===== config.mk =====
export PLATFORM = sky130hd
export DESIGN_NAME = gamepad_chord_keyboard_mapper_core
export DESIGN_NICKNAME = d
export VERILOG_FILES = /design/src/rtl/gckm_pkg.sv /design/src/rtl/gckm_front.sv /design/src/rtl/gckm_queue.sv /design/src/rtl/gckm_back.sv /design/src/rtl/gamepad_chord_keyboard_mapper_core.sv
export SDC_FILE = /design/constraint.sdc
export NUM_CORES = 1
export LEC_CHECK = 0
export ABC_AREA = 1
export BUFFER_PORTS_ARGS = -buffer_cell sky130_fd_sc_hd__buf_2
export CORE_UTILIZATION = 55
export CTS_BUF_LIST = sky130_fd_sc_hd__clkbuf_8
export DETAILED_ROUTE_END_ITERATION = 12
export PLACE_DENSITY = 0.83
export SLEW_MARGIN = 20
export SYNTH_ARGS = -nofsm -noshare
export SYNTH_HDL_FRONTEND = slang
export SYNTH_HIERARCHICAL = 1
export SYNTH_SLANG_ARGS = --single-unit

===== constraint.sdc =====
create_clock -name aclk -period 10.9 [get_ports aclk]
set_clock_uncertainty 0.05 [all_clocks]
set_input_delay 1.635 -clock aclk [delete_from_list [all_inputs] [get_ports aclk]]
set_output_delay 1.635 -clock aclk [all_outputs]
set_load 0.02 [all_outputs]

===== src/rtl/gckm_pkg.sv =====
// gckm_pkg: shared types, codes and the chord table for the chord keyboard mapper
// no dependencies
`default_nettype none
package gckm_pkg;

    localparam int STICK_AXES    = 4;
    localparam int AXIS_W        = $clog2(STICK_AXES);
    localparam int CHORD_ENTRIES = 75;
    localparam int MAX_EV        = 6;
    localparam int EV_W          = $clog2(MAX_EV + 1);

    localparam logic [1:0] MODE_BUTTON = 2'd0;
    localparam logic [1:0] MODE_HAT    = 2'd1;
    localparam logic [1:0] MODE_STICK  = 2'd2;

    localparam logic [3:0] BTN_FACE_S  = 4'd0;
    localparam logic [3:0] BTN_FACE_E  = 4'd1;
    localparam logic [3:0] BTN_FACE_N  = 4'd2;
    localparam logic [3:0] BTN_FACE_W  = 4'd3;
    localparam logic [3:0] BTN_LSHLD   = 4'd4;
    localparam logic [3:0] BTN_RSHLD   = 4'd5;
    localparam logic [3:0] BTN_LTRIG   = 4'd6;
    localparam logic [3:0] BTN_RTRIG   = 4'd7;
    localparam logic [3:0] BTN_VIEW    = 4'd8;
    localparam logic [3:0] BTN_OPTIONS = 4'd9;
    localparam logic [3:0] BTN_PS      = 4'd10;
    localparam logic [3:0] BTN_OTHER   = 4'd11;
    localparam logic [3:0] AXIS_X      = 4'd0;
    localparam logic [3:0] AXIS_Y      = 4'd1;
    localparam logic [3:0] AXIS_RX     = 4'd2;
    localparam logic [3:0] AXIS_RY     = 4'd3;

    localparam logic [3:0] REG_THRESHOLD  = 4'd0;
    localparam logic [3:0] REG_HYSTERESIS = 4'd1;

    localparam logic [7:0] KC_CTRL        = 8'd29;
    localparam logic [7:0] KC_SHIFT       = 8'd42;
    localparam logic [7:0] KC_META        = 8'd125;
    localparam logic [7:0] KC_ALT         = 8'd56;
    localparam logic [7:0] KC_ARROW_LEFT  = 8'd105;
    localparam logic [7:0] KC_ARROW_RIGHT = 8'd106;
    localparam logic [7:0] KC_ARROW_UP    = 8'd103;
    localparam logic [7:0] KC_ARROW_DOWN  = 8'd108;

    localparam logic [1:0] SIDE_NONE = 2'd0;
    localparam logic [1:0] SIDE_L    = 2'd1;
    localparam logic [1:0] SIDE_R    = 2'd2;

    localparam logic [7:0] DL = 8'h01;
    localparam logic [7:0] DR = 8'h02;
    localparam logic [7:0] DU = 8'h04;
    localparam logic [7:0] DD = 8'h08;
    localparam logic [7:0] FW = 8'h10;
    localparam logic [7:0] FE = 8'h20;
    localparam logic [7:0] FN = 8'h40;
    localparam logic [7:0] FS = 8'h80;

    typedef struct packed {
        logic [EV_W-1:0]           cnt;
        logic [MAX_EV-1:0][7:0]    code;
        logic [MAX_EV-1:0]         down;
    } ev_bundle_t;

    function automatic logic [7:0] chord_lookup(input logic [1:0] side, input logic [7:0] mask);
        logic [7:0] r;
        unique case ({side, mask})
            {SIDE_R, FW}: r = 8'd14;           {SIDE_R, FS}: r = 8'd28;
            {SIDE_R, FN}: r = 8'd57;           {SIDE_R, FE}: r = 8'd1;
            {SIDE_L, DD}: r = 8'd127;          {SIDE_L, DL}: r = 8'd15;
            {SIDE_L, DU}: r = 8'd111;          {SIDE_L, DR}: r = 8'd58;
            {SIDE_R, FW|DL}: r = 8'd35;        {SIDE_R, FW|DD}: r = 8'd36;
            {SIDE_R, FW|DU}: r = 8'd37;        {SIDE_R, FW|DR}: r = 8'd38;
            {SIDE_R, FS|DL}: r = 8'd34;        {SIDE_R, FS|DD}: r = 8'd48;
            {SIDE_R, FS|DU}: r = 8'd49;        {SIDE_R, FS|DR}: r = 8'd50;
            {SIDE_R, FN|DL}: r = 8'd24;        {SIDE_R, FN|DD}: r = 8'd25;
            {SIDE_R, FN|DU}: r = 8'd26;        {SIDE_R, FN|DR}: r = 8'd27;
            {SIDE_R, FE|DL}: r = 8'd51;        {SIDE_R, FE|DD}: r = 8'd52;
            {SIDE_R, FE|DU}: r = 8'd39;        {SIDE_R, FE|DR}: r = 8'd40;
            {SIDE_L, DL|FW}: r = 8'd30;        {SIDE_L, DL|FS}: r = 8'd31;
            {SIDE_L, DL|FN}: r = 8'd32;        {SIDE_L, DL|FE}: r = 8'd33;
            {SIDE_L, DU|FW}: r = 8'd16;        {SIDE_L, DU|FS}: r = 8'd17;
            {SIDE_L, DU|FN}: r = 8'd18;        {SIDE_L, DU|FE}: r = 8'd19;
            {SIDE_L, DD|FW}: r = 8'd44;        {SIDE_L, DD|FS}: r = 8'd45;
            {SIDE_L, DD|FN}: r = 8'd46;        {SIDE_L, DD|FE}: r = 8'd47;
            {SIDE_L, DR|FW}: r = 8'd20;        {SIDE_L, DR|FS}: r = 8'd21;
            {SIDE_L, DR|FN}: r = 8'd22;        {SIDE_L, DR|FE}: r = 8'd23;
            {SIDE_R, FW|FS|DL}: r = 8'd63;     {SIDE_R, FW|FS|DU}: r = 8'd64;
            {SIDE_R, FW|FS|DD}: r = 8'd65;     {SIDE_R, FW|FS|DR}: r = 8'd66;
            {SIDE_R, FS|FE|DL}: r = 8'd67;     {SIDE_R, FS|FE|DU}: r = 8'd68;
            {SIDE_R, FS|FE|DD}: r = 8'd87;     {SIDE_R, FS|FE|DR}: r = 8'd88;
            {SIDE_R, FN|FW|DL}: r = 8'd59;     {SIDE_R, FN|FW|DU}: r = 8'd60;
            {SIDE_R, FN|FW|DD}: r = 8'd61;     {SIDE_R, FN|FW|DR}: r = 8'd62;
            {SIDE_R, FE|FN|DL}: r = 8'd102;    {SIDE_R, FE|FN|DU}: r = 8'd104;
            {SIDE_R, FE|FN|DD}: r = 8'd109;    {SIDE_R, FE|FN|DR}: r = 8'd107;
            {SIDE_L, DL|DD|FW}: r = 8'd6;      {SIDE_L, DL|DD|FS}: r = 8'd7;
            {SIDE_L, DL|DD|FN}: r = 8'd8;      {SIDE_L, DL|DD|FE}: r = 8'd9;
            {SIDE_L, DU|DL|FW}: r = 8'd2;      {SIDE_L, DU|DL|FS}: r = 8'd3;
            {SIDE_L, DU|DL|FN}: r = 8'd4;      {SIDE_L, DU|DL|FE}: r = 8'd5;
            {SIDE_L, DD|DR|FW}: r = 8'd10;     {SIDE_L, DD|DR|FS}: r = 8'd11;
            {SIDE_L, DD|DR|FN}: r = 8'd12;     {SIDE_L, DD|DR|FE}: r = 8'd13;
            {SIDE_L, DR|DU|FW}: r = 8'd41;     {SIDE_L, DR|DU|FS}: r = 8'd43;
            {SIDE_L, DR|DU|FN}: r = 8'd53;
            {SIDE_R, FE|FN|DL|DD}: r = 8'd110; {SIDE_R, FE|FN|DU|DL}: r = 8'd70;
            {SIDE_R, FE|FN|DD|DR}: r = 8'd119; {SIDE_R, FE|FN|DR|DU}: r = 8'd99;
            default: r = 8'd0;
        endcase
        return r;
    endfunction

endpackage
`default_nettype wire


===== src/rtl/gckm_front.sv =====
// gckm_front: accepts gamepad events, tracks held state and builds the key event list
// depends on gckm_pkg
`default_nettype none
module gckm_front (
    input  wire logic               aclk,
    input  wire logic               aresetn,
    input  wire logic               s_tvalid,
    output logic                    s_tready,
    input  wire logic [15:0]        s_tdata,
    input  wire logic               cfg_valid,
    output logic                    cfg_ready,
    input  wire logic [3:0]         cfg_index,
    input  wire logic [7:0]         cfg_data,
    input  wire logic               q_full,
    output logic                    q_push,
    output gckm_pkg::ev_bundle_t    q_data
);
    import gckm_pkg::*;

    logic [6:0] thr_reg;
    logic [5:0] hys_reg;
    logic       kb_reg, kb_next;
    logic [7:0] cb_reg, cb_next;
    logic [3:0] mod_reg, mod_next;
    logic [9:0] misc_reg, misc_next;
    logic       pend_reg, pend_next;
    logic [1:0] side_reg, side_next;
    logic [1:0] lvl_reg [STICK_AXES];
    logic       lvl_we;
    logic [1:0] lvl_new;

    logic [1:0]         kind;
    logic [3:0]         ctl;
    logic signed [8:0]  val;
    logic               accept;

    assign kind     = s_tdata[1:0];
    assign ctl      = s_tdata[5:2];
    assign val      = $signed(s_tdata[14:6]);
    assign s_tready = !q_full;
    assign cfg_ready = 1'b1;
    assign accept   = s_tvalid && s_tready;

    always_comb begin
        logic signed [10:0] d, tph, tmh;
        logic       prs, rel, neg, valid;
        logic [1:0] ek, lvl, prv;
        logic [7:0] cc;
        logic [EV_W-1:0] n;
        n = '0;
        cc = '0;
        q_data = '0;
        kb_next = kb_reg; cb_next = cb_reg; mod_next = mod_reg; misc_next = misc_reg;
        pend_next = pend_reg; side_next = side_reg;
        prs = 1'b0; rel = 1'b0; neg = 1'b0; ek = kind; valid = 1'b0;
        lvl = 2'b00; prv = 2'b00; lvl_we = 1'b0;
        d   = $signed({val[8], val[8], val}) - 11'sd127;
        tph = $signed({4'b0, thr_reg}) + $signed({5'b0, hys_reg});
        tmh = $signed({4'b0, thr_reg}) - $signed({5'b0, hys_reg});
        if (kind == MODE_BUTTON) begin
            prs = (val == 9'sd1);
            rel = (val == 9'sd0);
        end else if (kind == MODE_HAT && ctl < 4'd2) begin
            prs = (val == 9'sd1) || (val == -9'sd1);
            rel = (val == 9'sd0);
            neg = val[8];
        end else if (kind == MODE_STICK && ctl < 4'(STICK_AXES)) begin
            prv = lvl_reg[ctl[AXIS_W-1:0]];
            if (d > tph) begin
                lvl = 2'b01; valid = 1'b1;
            end else if (d < -tph) begin
                lvl = 2'b11; valid = 1'b1;
            end else if (d > -tmh && d < tmh) begin
                lvl = 2'b00; valid = 1'b1;
            end
            if (valid && prv != lvl) begin
                lvl_we = 1'b1;
                prs = (lvl != 2'b00);
                rel = (lvl == 2'b00) || (prv != 2'b00);
                neg = lvl[1];
            end
        end
        lvl_new = lvl;

        // release part first, then press part
        if (rel && kb_next) begin
            if (pend_next) begin
                cc = chord_lookup(side_next, cb_next);
                if (cc != 8'd0) begin
                    q_data.code[n] = cc; q_data.down[n] = 1'b1; n = n + 1'b1;
                    q_data.code[n] = cc; q_data.down[n] = 1'b0; n = n + 1'b1;
                end
            end
            if (ek == MODE_BUTTON) begin
                unique case (ctl)
                    BTN_FACE_S: begin cb_next = cb_next & ~FS; pend_next = 1'b0; end
                    BTN_FACE_E: begin cb_next = cb_next & ~FE; pend_next = 1'b0; end
                    BTN_FACE_N: begin cb_next = cb_next & ~FN; pend_next = 1'b0; end
                    BTN_FACE_W: begin cb_next = cb_next & ~FW; pend_next = 1'b0; end
                    BTN_LSHLD: begin
                        if (mod_next[2]) begin
                            q_data.code[n] = KC_META; q_data.down[n] = 1'b0; n = n + 1'b1;
                        end
                        mod_next[2] = 1'b0;
                    end
                    BTN_RSHLD: begin
                        if (mod_next[3]) begin
                            q_data.code[n] = KC_ALT; q_data.down[n] = 1'b0; n = n + 1'b1;
                        end
                        mod_next[3] = 1'b0;
                    end
                    BTN_LTRIG: begin
                        if (mod_next[0]) begin
                            q_data.code[n] = KC_CTRL; q_data.down[n] = 1'b0; n = n + 1'b1;
                        end
                        mod_next[0] = 1'b0;
                    end
                    BTN_RTRIG: begin
                        if (mod_next[1]) begin
                            q_data.code[n] = KC_SHIFT; q_data.down[n] = 1'b0;
                            n = n + 1'b1;
                        end
                        mod_next[1] = 1'b0;
                    end
                    BTN_VIEW:    misc_next[0] = 1'b0;
                    BTN_OPTIONS: misc_next[1] = 1'b0;
                    default: ;
                endcase
            end else if (ek == MODE_HAT) begin
                if (ctl == AXIS_X) cb_next = cb_next & ~(DL | DR);
                else cb_next = cb_next & ~(DU | DD);
                pend_next = 1'b0;
            end else begin
                unique case (ctl)
                    AXIS_X: begin
                        if (misc_next[2]) begin
                            q_data.code[n] = KC_ARROW_LEFT; q_data.down[n] = 1'b0;
                            n = n + 1'b1;
                        end else if (misc_next[3]) begin
                            q_data.code[n] = KC_ARROW_RIGHT; q_data.down[n] = 1'b0;
                            n = n + 1'b1;
                        end
                        misc_next[3:2] = 2'b00;
                    end
                    AXIS_Y: begin
                        if (misc_next[4]) begin
                            q_data.code[n] = KC_ARROW_UP; q_data.down[n] = 1'b0;
                            n = n + 1'b1;
                        end else if (misc_next[5]) begin
                            q_data.code[n] = KC_ARROW_DOWN; q_data.down[n] = 1'b0;
                            n = n + 1'b1;
                        end
                        misc_next[5:4] = 2'b00;
                    end
                    AXIS_RX: misc_next[7:6] = 2'b00;
                    AXIS_RY: misc_next[9:8] = 2'b00;
                    default: ;
                endcase
            end
            if (cb_next == 8'd0 && mod_next == 4'd0 && misc_next == 10'd0 && !pend_next)
                side_next = SIDE_NONE;
        end

        if (prs) begin
            if (!kb_next) begin
                if (ek == MODE_BUTTON && ctl == BTN_PS) kb_next = 1'b1;
            end else begin
                if (side_next == SIDE_NONE) begin
                    if (ek == MODE_BUTTON && ctl < 4'd4) side_next = SIDE_R;
                    else if (ek == MODE_HAT) side_next = SIDE_L;
                end
                if (ek == MODE_BUTTON) begin
                    unique case (ctl)
                        BTN_FACE_S: begin cb_next = cb_next | FS; pend_next = 1'b1; end
                        BTN_FACE_E: begin cb_next = cb_next | FE; pend_next = 1'b1; end
                        BTN_FACE_N: begin cb_next = cb_next | FN; pend_next = 1'b1; end
                        BTN_FACE_W: begin cb_next = cb_next | FW; pend_next = 1'b1; end
                        BTN_LSHLD: begin
                            mod_next[2] = 1'b1;
                            q_data.code[n] = KC_META; q_data.down[n] = 1'b1; n = n + 1'b1;
                        end
                        BTN_RSHLD: begin
                            mod_next[3] = 1'b1;
                            q_data.code[n] = KC_ALT; q_data.down[n] = 1'b1; n = n + 1'b1;
                        end
                        BTN_LTRIG: begin
                            mod_next[0] = 1'b1;
                            q_data.code[n] = KC_CTRL; q_data.down[n] = 1'b1; n = n + 1'b1;
                        end
                        BTN_RTRIG: begin
                            mod_next[1] = 1'b1;
                            q_data.code[n] = KC_SHIFT; q_data.down[n] = 1'b1;
                            n = n + 1'b1;
                        end
                        BTN_VIEW:    misc_next[0] = 1'b1;
                        BTN_OPTIONS: misc_next[1] = 1'b1;
                        BTN_PS: begin
                            kb_next = 1'b0;
                            if (mod_next[0]) begin
                                q_data.code[n] = KC_CTRL; q_data.down[n] = 1'b0;
                                n = n + 1'b1;
                            end
                            if (mod_next[1]) begin
                                q_data.code[n] = KC_SHIFT; q_data.down[n] = 1'b0;
                                n = n + 1'b1;
                            end
                            if (mod_next[2]) begin
                                q_data.code[n] = KC_META; q_data.down[n] = 1'b0;
                                n = n + 1'b1;
                            end
                            if (mod_next[3]) begin
                                q_data.code[n] = KC_ALT; q_data.down[n] = 1'b0;
                                n = n + 1'b1;
                            end
                            if (misc_next[2]) begin
                                q_data.code[n] = KC_ARROW_LEFT; q_data.down[n] = 1'b0;
                                n = n + 1'b1;
                            end else if (misc_next[3]) begin
                                q_data.code[n] = KC_ARROW_RIGHT; q_data.down[n] = 1'b0;
                                n = n + 1'b1;
                            end
                            if (misc_next[4]) begin
                                q_data.code[n] = KC_ARROW_UP; q_data.down[n] = 1'b0;
                                n = n + 1'b1;
                            end else if (misc_next[5]) begin
                                q_data.code[n] = KC_ARROW_DOWN; q_data.down[n] = 1'b0;
                                n = n + 1'b1;
                            end
                            cb_next = '0; mod_next = '0; misc_next = '0;
                            pend_next = 1'b0; side_next = SIDE_NONE;
                        end
                        default: ;
                    endcase
                end else if (ek == MODE_HAT) begin
                    if (ctl == AXIS_X) cb_next = cb_next | (neg ? DL : DR);
                    else cb_next = cb_next | (neg ? DU : DD);
                    pend_next = 1'b1;
                end else begin
                    unique case (ctl)
                        AXIS_X: begin
                            q_data.code[n] = neg ? KC_ARROW_LEFT : KC_ARROW_RIGHT;
                            q_data.down[n] = 1'b1; n = n + 1'b1;
                            if (neg) misc_next[2] = 1'b1; else misc_next[3] = 1'b1;
                        end
                        AXIS_Y: begin
                            q_data.code[n] = neg ? KC_ARROW_UP : KC_ARROW_DOWN;
                            q_data.down[n] = 1'b1; n = n + 1'b1;
                            if (neg) misc_next[4] = 1'b1; else misc_next[5] = 1'b1;
                        end
                        AXIS_RX: if (neg) misc_next[6] = 1'b1; else misc_next[7] = 1'b1;
                        AXIS_RY: if (neg) misc_next[8] = 1'b1; else misc_next[9] = 1'b1;
                        default: ;
                    endcase
                end
            end
        end
        q_data.cnt = n;
        q_push = accept && (n != '0);
    end

    always_ff @(posedge aclk) begin
        if (!aresetn) begin
            thr_reg  <= 7'd64;
            hys_reg  <= 6'd20;
            kb_reg   <= 1'b0;
            cb_reg   <= '0;
            mod_reg  <= '0;
            misc_reg <= '0;
            pend_reg <= 1'b0;
            side_reg <= SIDE_NONE;
            for (int i = 0; i < STICK_AXES; i++) lvl_reg[i] <= 2'b00;
        end else begin
            if (cfg_valid && cfg_ready) begin
                if (cfg_index == REG_THRESHOLD) thr_reg <= cfg_data[6:0];
                else if (cfg_index == REG_HYSTERESIS) hys_reg <= cfg_data[5:0];
            end
            if (accept) begin
                kb_reg   <= kb_next;
                cb_reg   <= cb_next;
                mod_reg  <= mod_next;
                misc_reg <= misc_next;
                pend_reg <= pend_next;
                side_reg <= side_next;
                if (lvl_we) lvl_reg[ctl[AXIS_W-1:0]] <= lvl_new;
            end
        end
    end

endmodule
`default_nettype wire


===== src/rtl/gckm_queue.sv =====
// gckm_queue: two-entry queue of key event lists between front and back
// depends on gckm_pkg
`default_nettype none
module gckm_queue (
    input  wire logic               aclk,
    input  wire logic               aresetn,
    input  wire logic               push,
    input  wire gckm_pkg::ev_bundle_t push_data,
    output logic                    full,
    input  wire logic               pop,
    output logic                    out_valid,
    output gckm_pkg::ev_bundle_t    out_data
);
    import gckm_pkg::*;

    ev_bundle_t mem_reg [2];
    logic       wp_reg, rp_reg;
    logic [1:0] cnt_reg;

    assign full      = (cnt_reg == 2'd2);
    assign out_valid = (cnt_reg != 2'd0);
    assign out_data  = mem_reg[rp_reg];

    always_ff @(posedge aclk) begin
        if (push && !full) mem_reg[wp_reg] <= push_data;
    end

    always_ff @(posedge aclk) begin
        if (!aresetn) begin
            wp_reg  <= 1'b0;
            rp_reg  <= 1'b0;
            cnt_reg <= 2'd0;
        end else begin
            if (push && !full) wp_reg <= !wp_reg;
            if (pop && out_valid) rp_reg <= !rp_reg;
            cnt_reg <= cnt_reg + 2'((push && !full) ? 1 : 0) - 2'((pop && out_valid) ? 1 : 0);
        end
    end

endmodule
`default_nettype wire


===== src/rtl/gckm_back.sv =====
// gckm_back: drains one key event list per item onto the result stream
// depends on gckm_pkg
`default_nettype none
module gckm_back (
    input  wire logic               aclk,
    input  wire logic               aresetn,
    input  wire logic               q_valid,
    input  wire gckm_pkg::ev_bundle_t q_data,
    output logic                    q_pop,
    output logic                    m_tvalid,
    input  wire logic               m_tready,
    output logic [7:0]              m_tdata,
    output logic                    m_tuser,
    output logic                    m_tlast
);
    import gckm_pkg::*;

    ev_bundle_t      cur_reg;
    logic            vld_reg;
    logic [EV_W-1:0] idx_reg;
    logic            last;

    assign last     = (idx_reg == cur_reg.cnt - 1'b1);
    assign m_tvalid = vld_reg;
    assign m_tdata  = cur_reg.code[idx_reg];
    assign m_tuser  = cur_reg.down[idx_reg];
    assign m_tlast  = last;
    assign q_pop    = q_valid && (!vld_reg || (m_tready && last));

    always_ff @(posedge aclk) begin
        if (q_pop) cur_reg <= q_data;
    end

    always_ff @(posedge aclk) begin
        if (!aresetn) begin
            vld_reg <= 1'b0;
            idx_reg <= '0;
        end else if (q_pop) begin
            vld_reg <= 1'b1;
            idx_reg <= '0;
        end else if (vld_reg && m_tready) begin
            if (last) vld_reg <= 1'b0;
            else idx_reg <= idx_reg + 1'b1;
        end
    end

endmodule
`default_nettype wire


===== src/rtl/gamepad_chord_keyboard_mapper_core.sv =====
// gamepad_chord_keyboard_mapper_core: top level, front classifier, event queue, back drain
// path: request to queue register to back end list register; one key event per cycle
// while m_tready is high; a new request each cycle while the two-entry queue has room
// the back end holds an item until all of its events are sent, up to six events per item
// reset: synchronous active-low, state cleared, threshold 64, hysteresis 20
`default_nettype none
module gamepad_chord_keyboard_mapper_core (
    input  wire logic        aclk,
    input  wire logic        aresetn,
    input  wire logic        s_tvalid,
    output logic             s_tready,
    input  wire logic [15:0] s_tdata,   // mode[1:0], control[5:2], value[14:6]
    output logic             m_tvalid,
    input  wire logic        m_tready,
    output logic [7:0]       m_tdata,   // key_code[7:0]
    output logic             m_tuser,   // press flag
    output logic             m_tlast,
    input  wire logic        cfg_valid,
    output logic             cfg_ready,
    input  wire logic [3:0]  cfg_index,
    input  wire logic [7:0]  cfg_data
);
    import gckm_pkg::*;

    logic       q_full, q_push, q_pop, q_valid;
    ev_bundle_t q_in, q_out;

    gckm_front u_front (
        .aclk(aclk), .aresetn(aresetn),
        .s_tvalid(s_tvalid), .s_tready(s_tready), .s_tdata(s_tdata),
        .cfg_valid(cfg_valid), .cfg_ready(cfg_ready),
        .cfg_index(cfg_index), .cfg_data(cfg_data),
        .q_full(q_full), .q_push(q_push), .q_data(q_in)
    );

    gckm_queue u_queue (
        .aclk(aclk), .aresetn(aresetn),
        .push(q_push), .push_data(q_in), .full(q_full),
        .pop(q_pop), .out_valid(q_valid), .out_data(q_out)
    );

    gckm_back u_back (
        .aclk(aclk), .aresetn(aresetn),
        .q_valid(q_valid), .q_data(q_out), .q_pop(q_pop),
        .m_tvalid(m_tvalid), .m_tready(m_tready),
        .m_tdata(m_tdata), .m_tuser(m_tuser), .m_tlast(m_tlast)
    );

    a_reset_idle: assert property (@(posedge aclk) !aresetn |=> !m_tvalid)
        else $error("result valid after reset");
    a_queue_nonempty: assert property (@(posedge aclk) disable iff (!aresetn)
        q_valid |-> (q_out.cnt != '0))
        else $error("empty event list queued");
    a_drain_stop: assert property (@(posedge aclk) disable iff (!aresetn)
        (m_tvalid && m_tready && m_tlast && !q_valid) |=> !m_tvalid)
        else $error("result after last with empty queue");
    a_full_stall: assert property (@(posedge aclk) disable iff (!aresetn)
        q_full |-> !s_tready)
        else $error("request taken with full queue");

endmodule
`default_nettype wire

==> flow_metrics.tcl, run 1 <==
set metrics [dict create \
    clk_latency_ns 0.58 \
    drive_gt1_share_pct 12.2 \
    worstHoldPathType "reg -> reg" \
    wire_per_inst_um 20.8 \
    cap_viol_max_count 0 \
    regToRegEndpoint "u_queue/cnt_reg[1]$_SDFF_PN0_" \
    area_growth_pct 8.16 \
    ant_nets 0 \
    grt_max_degree 59 \
    max_clock_freq_mhz 103 \
    worst_slew_pin_slew_ns 1.04 \
    grt_pass1_vias 14800 \
    first_pass_iters 6 \
    grt-busiest-layer "met2" \
    crit_path_end_kind "register" \
    final_core_util_pct 60.5 \
    synth_top_area_share_pct 32.4 \
    rows 63 \
    p_sw_uw 500 \
    timing.rr.start "u_front/hys_reg[0]$_SDFFE_PN0P_" \
    cpMaxStageDelayCell "xor2_1" \
    hold_ws_ns 0.418 \
    antenna_found_initial 2 \
    io_pins 46 \
    numCtsBuffers 38 \
    drc 0 \
    synth_area_leaders "edfxtp_1 32%, nand2_1 11%, inv_1 6.4%" \
    p_comb_share_pct 10.4 \
    crit_required_ns 11.26 \
    status "finished, final reports clean" \
    cts-root-buf "clkbuf_8" \
    ir_drop_mv 0.105 \
    yosysSeqAreaShare_pct 38.2 \
    finalHoldViolCount 0 \
    track_usage_pct 35.3 \
    synth_cells 2156 \
    power.density_nw_per_um2 106 \
    fin_crit_ns 9.68 \
    largest_register_ffs 114 \
    drv_slew 0 \
    core_area_um2 29600 \
    synth-seq-cells 227 \
    r2r_slack_ns 1.22 \
    grt_pass1_wl_um 82700 \
    hold_buffers 0 \
    cts_max_level 2 \
    avgSynthCellArea_um2 7.69 \
    synth_edf_count 179 \
    die_area_um2 30800 \
    grtUsageMet2_pct 55.0 \
    path_class "reg -> reg" \
    crit_start "u_front/hys_reg[0]$_SDFFE_PN0P_" \
    fin_crit_sh_pct 88.8 \
    nets 2306 \
    p_total_mw 1.90 \
    met1_usage_pct 49.8 \
    fp.dieH_um 176 \
    crit_end "u_queue/cnt_reg[1]$_SDFF_PN0_" \
    setup_viol_count_final 0 \
    path_common_cell "nand2_1" \
    post_cts_buffers 0 \
    cts_tree "built" \
    cts_resized 0 \
    cts_sinks 227 \
    dr_total_vias 15600 \
    tns_ns 0 \
    internal-power_mw 1.40 \
    rsz0062_at_grt "no" \
    p_leak_nw 7.82 \
    fillCellCount 2655 \
    slowest_delay_ns 0.40 \
    synthDistinctLibCells 73 \
    synthArstFlopShare_pct 0 \
    gp_congestion 0.999 \
    synth_area_um2 16600 \
    rr_worst_depth 59 \
    hpwl_um 41700 \
    placed_area_um2 17100 \
    io_buffer_count 42 \
    avgViaCountPerCell 5.96 \
    synth_top_area_cell "edfxtp_1" \
    slew-limit-headroom_pct 30.1 \
    pwr-share-seq_pct 49.0 \
    yosysWarnings 6 \
    crit_arrival_ns 10.04 \
    critPathLaunchType "register" \
    clkTransAtPathRegs_ns 0.06 \
    post-route-cell-area_um2 17900 \
    grt-ovfl-total 0 \
    crit_fanout 26 \
    totalWireLength_um 54700 \
    synthFlopType "edfxtp_1" \
    grt_use_met3_pct 5.41 \
    drt_iter0_drc 2031 \
    die_w_um 176 \
    cts_max_path_buffers 3 \
    power_frac_clock_pct 40.5 \
    swShare_pct 26.3 \
    initial_core_util_pct 55.9 \
]
[critical path: cells and delay by family (launching register included)]
kind / cells / cell delay (ns)
XOR/XNOR: 2 / 0.58
adder cells (fa/ha/maj): 10 / 2.78
AO/OA/AOI/OAI: 6 / 1.22
buffers and inverters: 9 / 0.71
AND/OR/NAND/NOR: 32 / 3.79
flip-flops: 1 / 0.36
[cell usage in the layout, fill, tap and decap left out, types with 9 or more instances in the layout]
master    Yosys  routed
nand2_1     478     478
inv_1       283     288
nor2_1      255     253
edfxtp_1    179     179
a21oi_1     135     135
o21ai_0     132     131
nand3_1     106     106
ha_1         68      68
dfxtp_1      48      47
buf_2        13      42
clkbuf_8      0      39
nor3_1       35      35
mux2_4       30      30
mux2_2       27      27
nand4_1      22      22
inv_2        19      21
nand2_2      21      21
xor2_1       21      21
o21ai_1      18      19
o22ai_1      18      18
buf_4        11      17
clkinv_1      6      13
a31oi_1      13      13
o211ai_1     12      12
nor4_1       12      12
nand3_2      12      12
nor2_2        9      10
a221oi_1     10      10
nand3b_1     10      10
nand2_4       9       9
o221ai_1      9       9
conb_1        2       9
[how the worst min path moves through the flow]
stage | cells past startpoint | from | slack [ns] | endpoint
detailed placement | 2 | u_front/misc_reg[6]$_SDFFE_PN0P_ | 0.40 | u_front/misc_reg[6]$_SDFFE_PN0P_
global placement | 2 | u_front/misc_reg[7]$_SDFFE_PN0P_ | 0.39 | u_front/misc_reg[7]$_SDFFE_PN0P_
global route | 2 | u_front/misc_reg[7]$_SDFFE_PN0P_ | 0.44 | u_front/misc_reg[7]$_SDFFE_PN0P_
floorplan | 2 | u_front/misc_reg[7]$_SDFFE_PN0P_ | 0.39 | u_front/misc_reg[7]$_SDFFE_PN0P_
finish | 2 | u_front/misc_reg[7]$_SDFFE_PN0P_ | 0.42 | u_front/misc_reg[7]$_SDFFE_PN0P_
CTS | 2 | u_front/misc_reg[6]$_SDFFE_PN0P_ | 0.42 | u_front/misc_reg[6]$_SDFFE_PN0P_
[cells by family (layout without fill, tap and decap cells)]
family	after synthesis	count (layout)	synth area share, %
and+or+nand+nor	993	993	26.7
buffers and inverters	370	440	9.01
adders and majority gates	70	70	5.37
muxes	57	57	4.55
DFF	227	227	38.2
AOI/OAI and AO/OA	412	412	14.7
xor gates and xnor gates	25	25	1.32
other	2	10	0.0453
[power by group through the flow]
stage	combinational, mW	clock [mW]	sequential, mW
floorplan	0.134	0	0.947
finish	0.198	0.768	0.930
CTS	0.191	0.780	0.929
detailed placement	0.190	0	0.948
global placement	0.185	0	0.947
global route	0.217	0.816	0.930
[Yosys cell counts (8+ instances only)]
master / count
nand2_1: 478
inv_1: 283
nor2_1: 255
edfxtp_1: 179
a21oi_1: 135
o21ai_0: 132
nand3_1: 106
ha_1: 68
dfxtp_1: 48
nor3_1: 35
mux2_4: 30
mux2_2: 27
clkbuf_1: 26
nand4_1: 22
nand2_2: 21
xor2_1: 21
inv_2: 19
o21ai_1: 18
o22ai_1: 18
a31oi_1: 13
buf_2: 13
nand3_2: 12
nor4_1: 12
o211ai_1: 12
buf_4: 11
a221oi_1: 10
nand3b_1: 10
nand2_4: 9
nor2_2: 9
o221ai_1: 9
o21bai_1: 8
o31ai_1: 8
[stage by stage]
stage / instances / setup slack (ns)
after global routing: 2624 / 0.531
after detailed placement: 2553 / 1.08
final: 2624 / 1.22
after global placement: 2553 / 1.35
after floorplan: 2163 / 0.328
after CTS: 2623 / 1.34
[per-layer routing]
layer | wire, um | share of wire (%) | vias to the layer above
li1 | - | - | 7372
met1 | 23700 | 43 | 7349
met2 | 24100 | 44 | 806
met3 | 5100 | 9.3 | 121
met4 | 1840 | 3.4 | 0
met5 | 0 | 0 | -
[area by class of cell]
class / instances / area [um2] / share of cell area (%)
diodes: 1 / 2.50 / 0.0140
clock buffers: 39 / 537 / 2.99
clock inverters: 31 / 241 / 1.35
inverters: 309 / 1160 / 6.48
multi-input cells: 1566 / 8780 / 49.0
flip-flops and latches: 227 / 6340 / 35.4
well taps: 390 / 488 / 2.72
repair buffers: 61 / 378 / 2.11
No activity file was read; power rests on OpenSTA's default activity.
==> inputs of run 2 (changes only) <==
--- a/config.mk
+++ b/config.mk
@@ -7,6 +7,7 @@
 export LEC_CHECK = 0
 export ABC_AREA = 1
 export BUFFER_PORTS_ARGS = -buffer_cell sky130_fd_sc_hd__buf_2
+export CORE_ASPECT_RATIO = 1.2
 export CORE_UTILIZATION = 55
 export CTS_BUF_LIST = sky130_fd_sc_hd__clkbuf_8
 export DETAILED_ROUTE_END_ITERATION = 12
==> flow_metrics.tcl, run 2 (synthesis gave the netlist of run 1 again) <==
set metrics [dict create \
    status "finished, final reports clean" \
    clk_latency_ns 0.56 \
    first_pass_iters 6 \
    cts_tree "built" \
    totalWireLength_um 52700 \
    finalHoldViolCount 0 \
    power.density_nw_per_um2 104 \
    numCtsBuffers 37 \
    cts_max_path_buffers 3 \
    nets 2305 \
    placed_area_um2 17100 \
    crit_required_ns 11.07 \
    cap_viol_max_count 0 \
    crit_fanout 43 \
    slew-limit-headroom_pct 25.4 \
    fp.dieH_um 192 \
    rows 69 \
    gp_congestion 1.10 \
    crit_path_end_kind "register" \
    p_leak_nw 7.82 \
    avgViaCountPerCell 5.99 \
    max_clock_freq_mhz 105 \
    p_total_mw 1.86 \
    final_common_cell "nand2_1" \
    crit_arrival_ns 9.71 \
    die_w_um 160 \
    path_common_cell "nand2_1" \
    track_usage_pct 34.1 \
    io_buffer_count 42 \
    hold_buffers 0 \
    hpwl_um 39600 \
    drc 0 \
    rsz0062_at_grt "no" \
    area_growth_pct 7.85 \
    fin_ws_ns 1.37 \
    path_class "reg -> reg" \
    hold_ws_ns 0.415 \
    post-route-cell-area_um2 17900 \
    largest_register_ffs 114 \
    wire_per_inst_um 20.1 \
    grt_max_degree 59 \
    slowest_delay_ns 0.45 \
    grt_pass1_vias 15200 \
    post_cts_buffers 0 \
    ant_nets 0 \
    cpMaxStageDelayCell "xor2_1" \
    fin_crit_ns 9.53 \
    drive_gt1_share_pct 11.8 \
    dr_total_vias 15700 \
    drv_slew 0 \
    core_area_um2 29600 \
    fin_crit_sh_pct 87.5 \
    critPathLaunchType "register" \
    drt_iter0_drc 1533 \
    worst_slew_pin_slew_ns 1.12 \
    initial_core_util_pct 56.0 \
    cts-root-buf "clkbuf_8" \
    io_pins 46 \
    ir_drop_mv 0.127 \
    worstHoldPathType "reg -> reg" \
    setup_viol_count_final 0 \
    clkTransAtPathRegs_ns 0.06 \
    cts_max_level 2 \
    layout_common_cells "477 x nand2_1, 294 x inv_1, 253 x nor2_1" \
    cts_sinks 227 \
    antenna_cells 0 \
    antenna_found_initial 0 \
    grt-ovfl-total 0 \
    cts_resized 0 \
    grt_pass1_wl_um 81100 \
    place_ws_ns 1.36 \
    tns_ns 0 \
    die_area_um2 30800 \
]
-- run 2: per-layer routing --
metal | vias to the layer above | track usage (%) | routed length (um)
li1 | 7360 | - | -
met2 | 822 | 60.4 | 25700
met3 | 203 | 5.29 | 4320
met1 | 7297 | 39.2 | 19600
met4 | 0 | 19.4 | 3120
met5 | - | 0 | 0
-- run 2: stage by stage --
stage	instances	util (%)
final	2620	60.4
after global routing	2620	60.4
after CTS	2620	60.4
after detailed placement	2553	57.9
after global placement	2553	57.9
after floorplan	2163	-
-- run 2: path summary, 6_finish.rpt --
check / start / endpoint / slack (ns) / cells after the start
max: u_front/hys_reg[1]$_SDFFE_PN0P_ / u_queue/mem_reg[1][53]$_DFFE_PP_ / 1.37 / 54
min: u_front/misc_reg[7]$_SDFFE_PN0P_ / u_front/misc_reg[7]$_SDFFE_PN0P_ / 0.41 / 2
max reg2reg: u_front/hys_reg[1]$_SDFFE_PN0P_ / u_queue/mem_reg[1][53]$_DFFE_PP_ / 1.37 / 54
min reg2reg: u_front/misc_reg[7]$_SDFFE_PN0P_ / u_front/misc_reg[7]$_SDFFE_PN0P_ / 0.41 / 2
-- run 2: final cells by class --
type | instances | area [um2]
fillers | 2590 | 11700
inverters | 309 | 1160
clock buffers | 38 | 523
repair buffers | 61 | 378
multi-input cells | 1566 | 8780
well taps | 390 | 488
flip-flops and latches | 227 | 6340
clock inverters | 29 | 204
-- run 2: worst max-delay path: cells and delay by family, from the launching register on --
family | cells | cell delay, ns
AND/OR/NAND/NOR | 27 | 3.16
adder cells (fa/ha/maj) | 8 | 2.50
AO/OA/AOI/OAI | 8 | 1.36
buffers and inverters | 10 | 1.25
XOR/XNOR | 1 | 0.45
flip-flops | 1 | 0.37
-- run 2: power breakdown --
group          switching, mW  internal [mW]  total [mW]  leakage, nW
Sequential           0.00339          0.926       0.930         2.08
Combinational          0.139         0.0574       0.196         5.32
Clock                  0.339          0.398       0.737        0.420
==> inputs of run 3 (changes only) <==
--- a/config.mk
+++ b/config.mk
@@ -11,9 +11,8 @@
 export CORE_UTILIZATION = 55
 export CTS_BUF_LIST = sky130_fd_sc_hd__clkbuf_8
 export DETAILED_ROUTE_END_ITERATION = 12
-export PLACE_DENSITY = 0.83
+export PLACE_DENSITY = 0.84
 export SLEW_MARGIN = 20
 export SYNTH_ARGS = -nofsm -noshare
 export SYNTH_HDL_FRONTEND = slang
-export SYNTH_HIERARCHICAL = 1
 export SYNTH_SLANG_ARGS = --single-unit
==> flow_metrics.tcl, run 3 <==
set metrics [dict create \
    status "finished, final reports clean" \
    core_area_um2 27300 \
    placed_cells 2538 \
    regToRegEndpoint "u_queue.mem_reg[0][48]$_DFFE_PP_" \
    nets 2336 \
    ant_nets 0 \
    synthDistinctLibCells 71 \
    synth_top_area_share_pct 30.3 \
    io_buffer_count 41 \
    final_common_cell "nand2_1" \
    worstHoldEndpoint "u_front.misc_reg[6]$_SDFFE_PN0P_" \
    crit_required_ns 11.03 \
    die_area_um2 28600 \
    p_total_mw 2.61 \
    p_leak_nw 7.73 \
    drc 0 \
    synth_area_leaders "edfxtp_1 30%, nand2_1 15%, nor2_1 6.3%" \
    tns_ns 0 \
    setup_viol_count_final 0 \
    synth-seq-cells 202 \
    critPathLaunchType "register" \
    largest_register_ffs 98 \
    yosysSeqAreaShare_pct 36.4 \
    fin_crit_sh_pct 84.9 \
    finalHoldViolCount 0 \
    gp_congestion 1.08 \
    grt_pass1_wl_um 77000 \
    yosys-top-cells-count "616 x nand2_1, 259 x nor2_1, 250 x inv_1" \
    post-route-cell-area_um2 16500 \
    slew-limit-headroom_pct 28.7 \
    cts_resized 0 \
    crit_start "u_front.hys_reg[0]$_SDFFE_PN0P_" \
    dr_total_vias 15700 \
    io_pins 46 \
    grt-ovfl-total 0 \
    final_core_util_pct 60.7 \
    max_clock_freq_mhz 108 \
    totalWireLength_um 49800 \
    fin_crit_ns 9.25 \
    slowest_delay_ns 0.50 \
    hold_path.startpoint "u_front.misc_reg[6]$_SDFFE_PN0P_" \
    fillCellCount 2453 \
    numCtsBuffers 35 \
    crit_fanout 30 \
    cts_sinks 202 \
    path_common_cell "nand2_1" \
    area_growth_pct 7.76 \
    drv_slew 0 \
    synth_top_area_cell "edfxtp_1" \
    post_cts_buffers 0 \
    cap_viol_max_count 0 \
    layout_common_cells "616 x nand2_1, 261 x inv_1, 258 x nor2_1" \
    cts-root-buf "clkbuf_8" \
    crit_arrival_ns 9.38 \
    drt_iter0_drc 2038 \
    cts_max_level 2 \
    avgViaCountPerCell 6.05 \
    track_usage_pct 34.8 \
    hold_ws_ns 0.408 \
    place_ws_ns 1.42 \
    antenna_found_initial 0 \
    initial_core_util_pct 56.3 \
    cts_max_path_buffers 3 \
    finalNonFillerCells 2601 \
    yosysMostFrequentCell "nand2_1" \
    path_class "reg -> reg" \
    yosysWarnings 0 \
    synth_area_um2 15400 \
    crit_path_end_kind "register" \
    rr_worst_depth 54 \
    cpMaxStageDelayCell "nor2_4" \
    fp.dieH_um 185 \
    synth_edf_count 155 \
    avgSynthCellArea_um2 7.00 \
    r2r_slack_ns 1.65 \
    rsz0062_at_grt "no" \
    grt_pass1_vias 14800 \
    clk_latency_ns 0.56 \
    hold_depth 2 \
    power.density_nw_per_um2 158 \
    worstHoldPathType "reg -> reg" \
    wire_per_inst_um 19.2 \
    fin_ws_ns 1.65 \
    die_w_um 155 \
    drive_gt1_share_pct 8.89 \
    synth_cells 2194 \
    syn_nets 2295 \
    cts_tree "built" \
    rows 66 \
    synthArstFlopShare_pct 0 \
    worst_slew_pin_slew_ns 1.07 \
    ir_drop_mv 0.129 \
    first_pass_iters 6 \
    hpwl_um 37400 \
    antenna_cells 0 \
    placed_area_um2 15900 \
    timing.rr.start "u_front.hys_reg[0]$_SDFFE_PN0P_" \
    hold_buffers 0 \
    synthFlopType "edfxtp_1" \
    clkTransAtPathRegs_ns 0.08 \
    grt_max_degree 51 \
]
[run 3: per-layer routing]
metal	vias up	GRT usage [%]	share of wire (%)	wire, um
li1	7424	-	-	-
met1	7140	41.0	37	18700
met2	925	59.3	47	23200
met3	246	5.90	9.4	4700
met4	0	21.7	6.5	3260
met5	-	0	0	0
[run 3: worst max path at each step]
stage / endpoint / slack, ns / depth (start not counted)
3_3_place_gp: u_queue.mem_reg[0][50]$_DFFE_PP_ / 1.65 / 52
3_5_place_dp: u_queue.mem_reg[0][48]$_DFFE_PP_ / 1.42 / 52
6_report: u_queue.mem_reg[0][48]$_DFFE_PP_ / 1.65 / 54
4_1_cts: u_queue.mem_reg[0][48]$_DFFE_PP_ / 1.80 / 53
5_1_grt: u_queue.mem_reg[0][43]$_DFFE_PP_ / 1.08 / 52
2_1_floorplan: u_queue.mem_reg[0][0]$_DFFE_PP_ / 1.54 / 46
[run 3: worst max-delay path, delay by kind of cell (launching register included)]
kind	cells	cell delay (ns)
buffers and inverters	8	1.15
adder cells (fa/ha/maj)	7	1.67
flip-flops	1	0.37
AND/OR/NAND/NOR	34	4.32
XOR/XNOR	2	0.57
AO/OA/AOI/OAI	3	0.70
[run 3: kinds of logic (layout without fill, tap and decap cells)]
family	Yosys count	in the layout	share of synthesized area [%]
AOI/OAI and AO/OA	417	417	15.8
xor gates and xnor gates	28	28	1.65
adders and majority gates	68	68	5.64
buffers and inverters	337	404	8.35
DFF	202	202	36.4
other	2	2	0.0489
and+or+nand+nor	1140	1140	32.0
[run 3: layout make-up]
cell class	count	area, um2	area share, %
well taps	340	425	2.57
clock buffers	35	482	2.91
multi-input cells	1655	8480	51.3
inverters	284	1070	6.47
clock inverters	28	161	0.976
flip-flops and latches	202	5600	33.8
repair buffers	57	325	1.97
[run 3: where the power goes]
part           internal [mW]  switching, mW
clock                  0.330          0.328
sequential             0.979         0.0461
combinational          0.251          0.679
total                   1.56           1.05
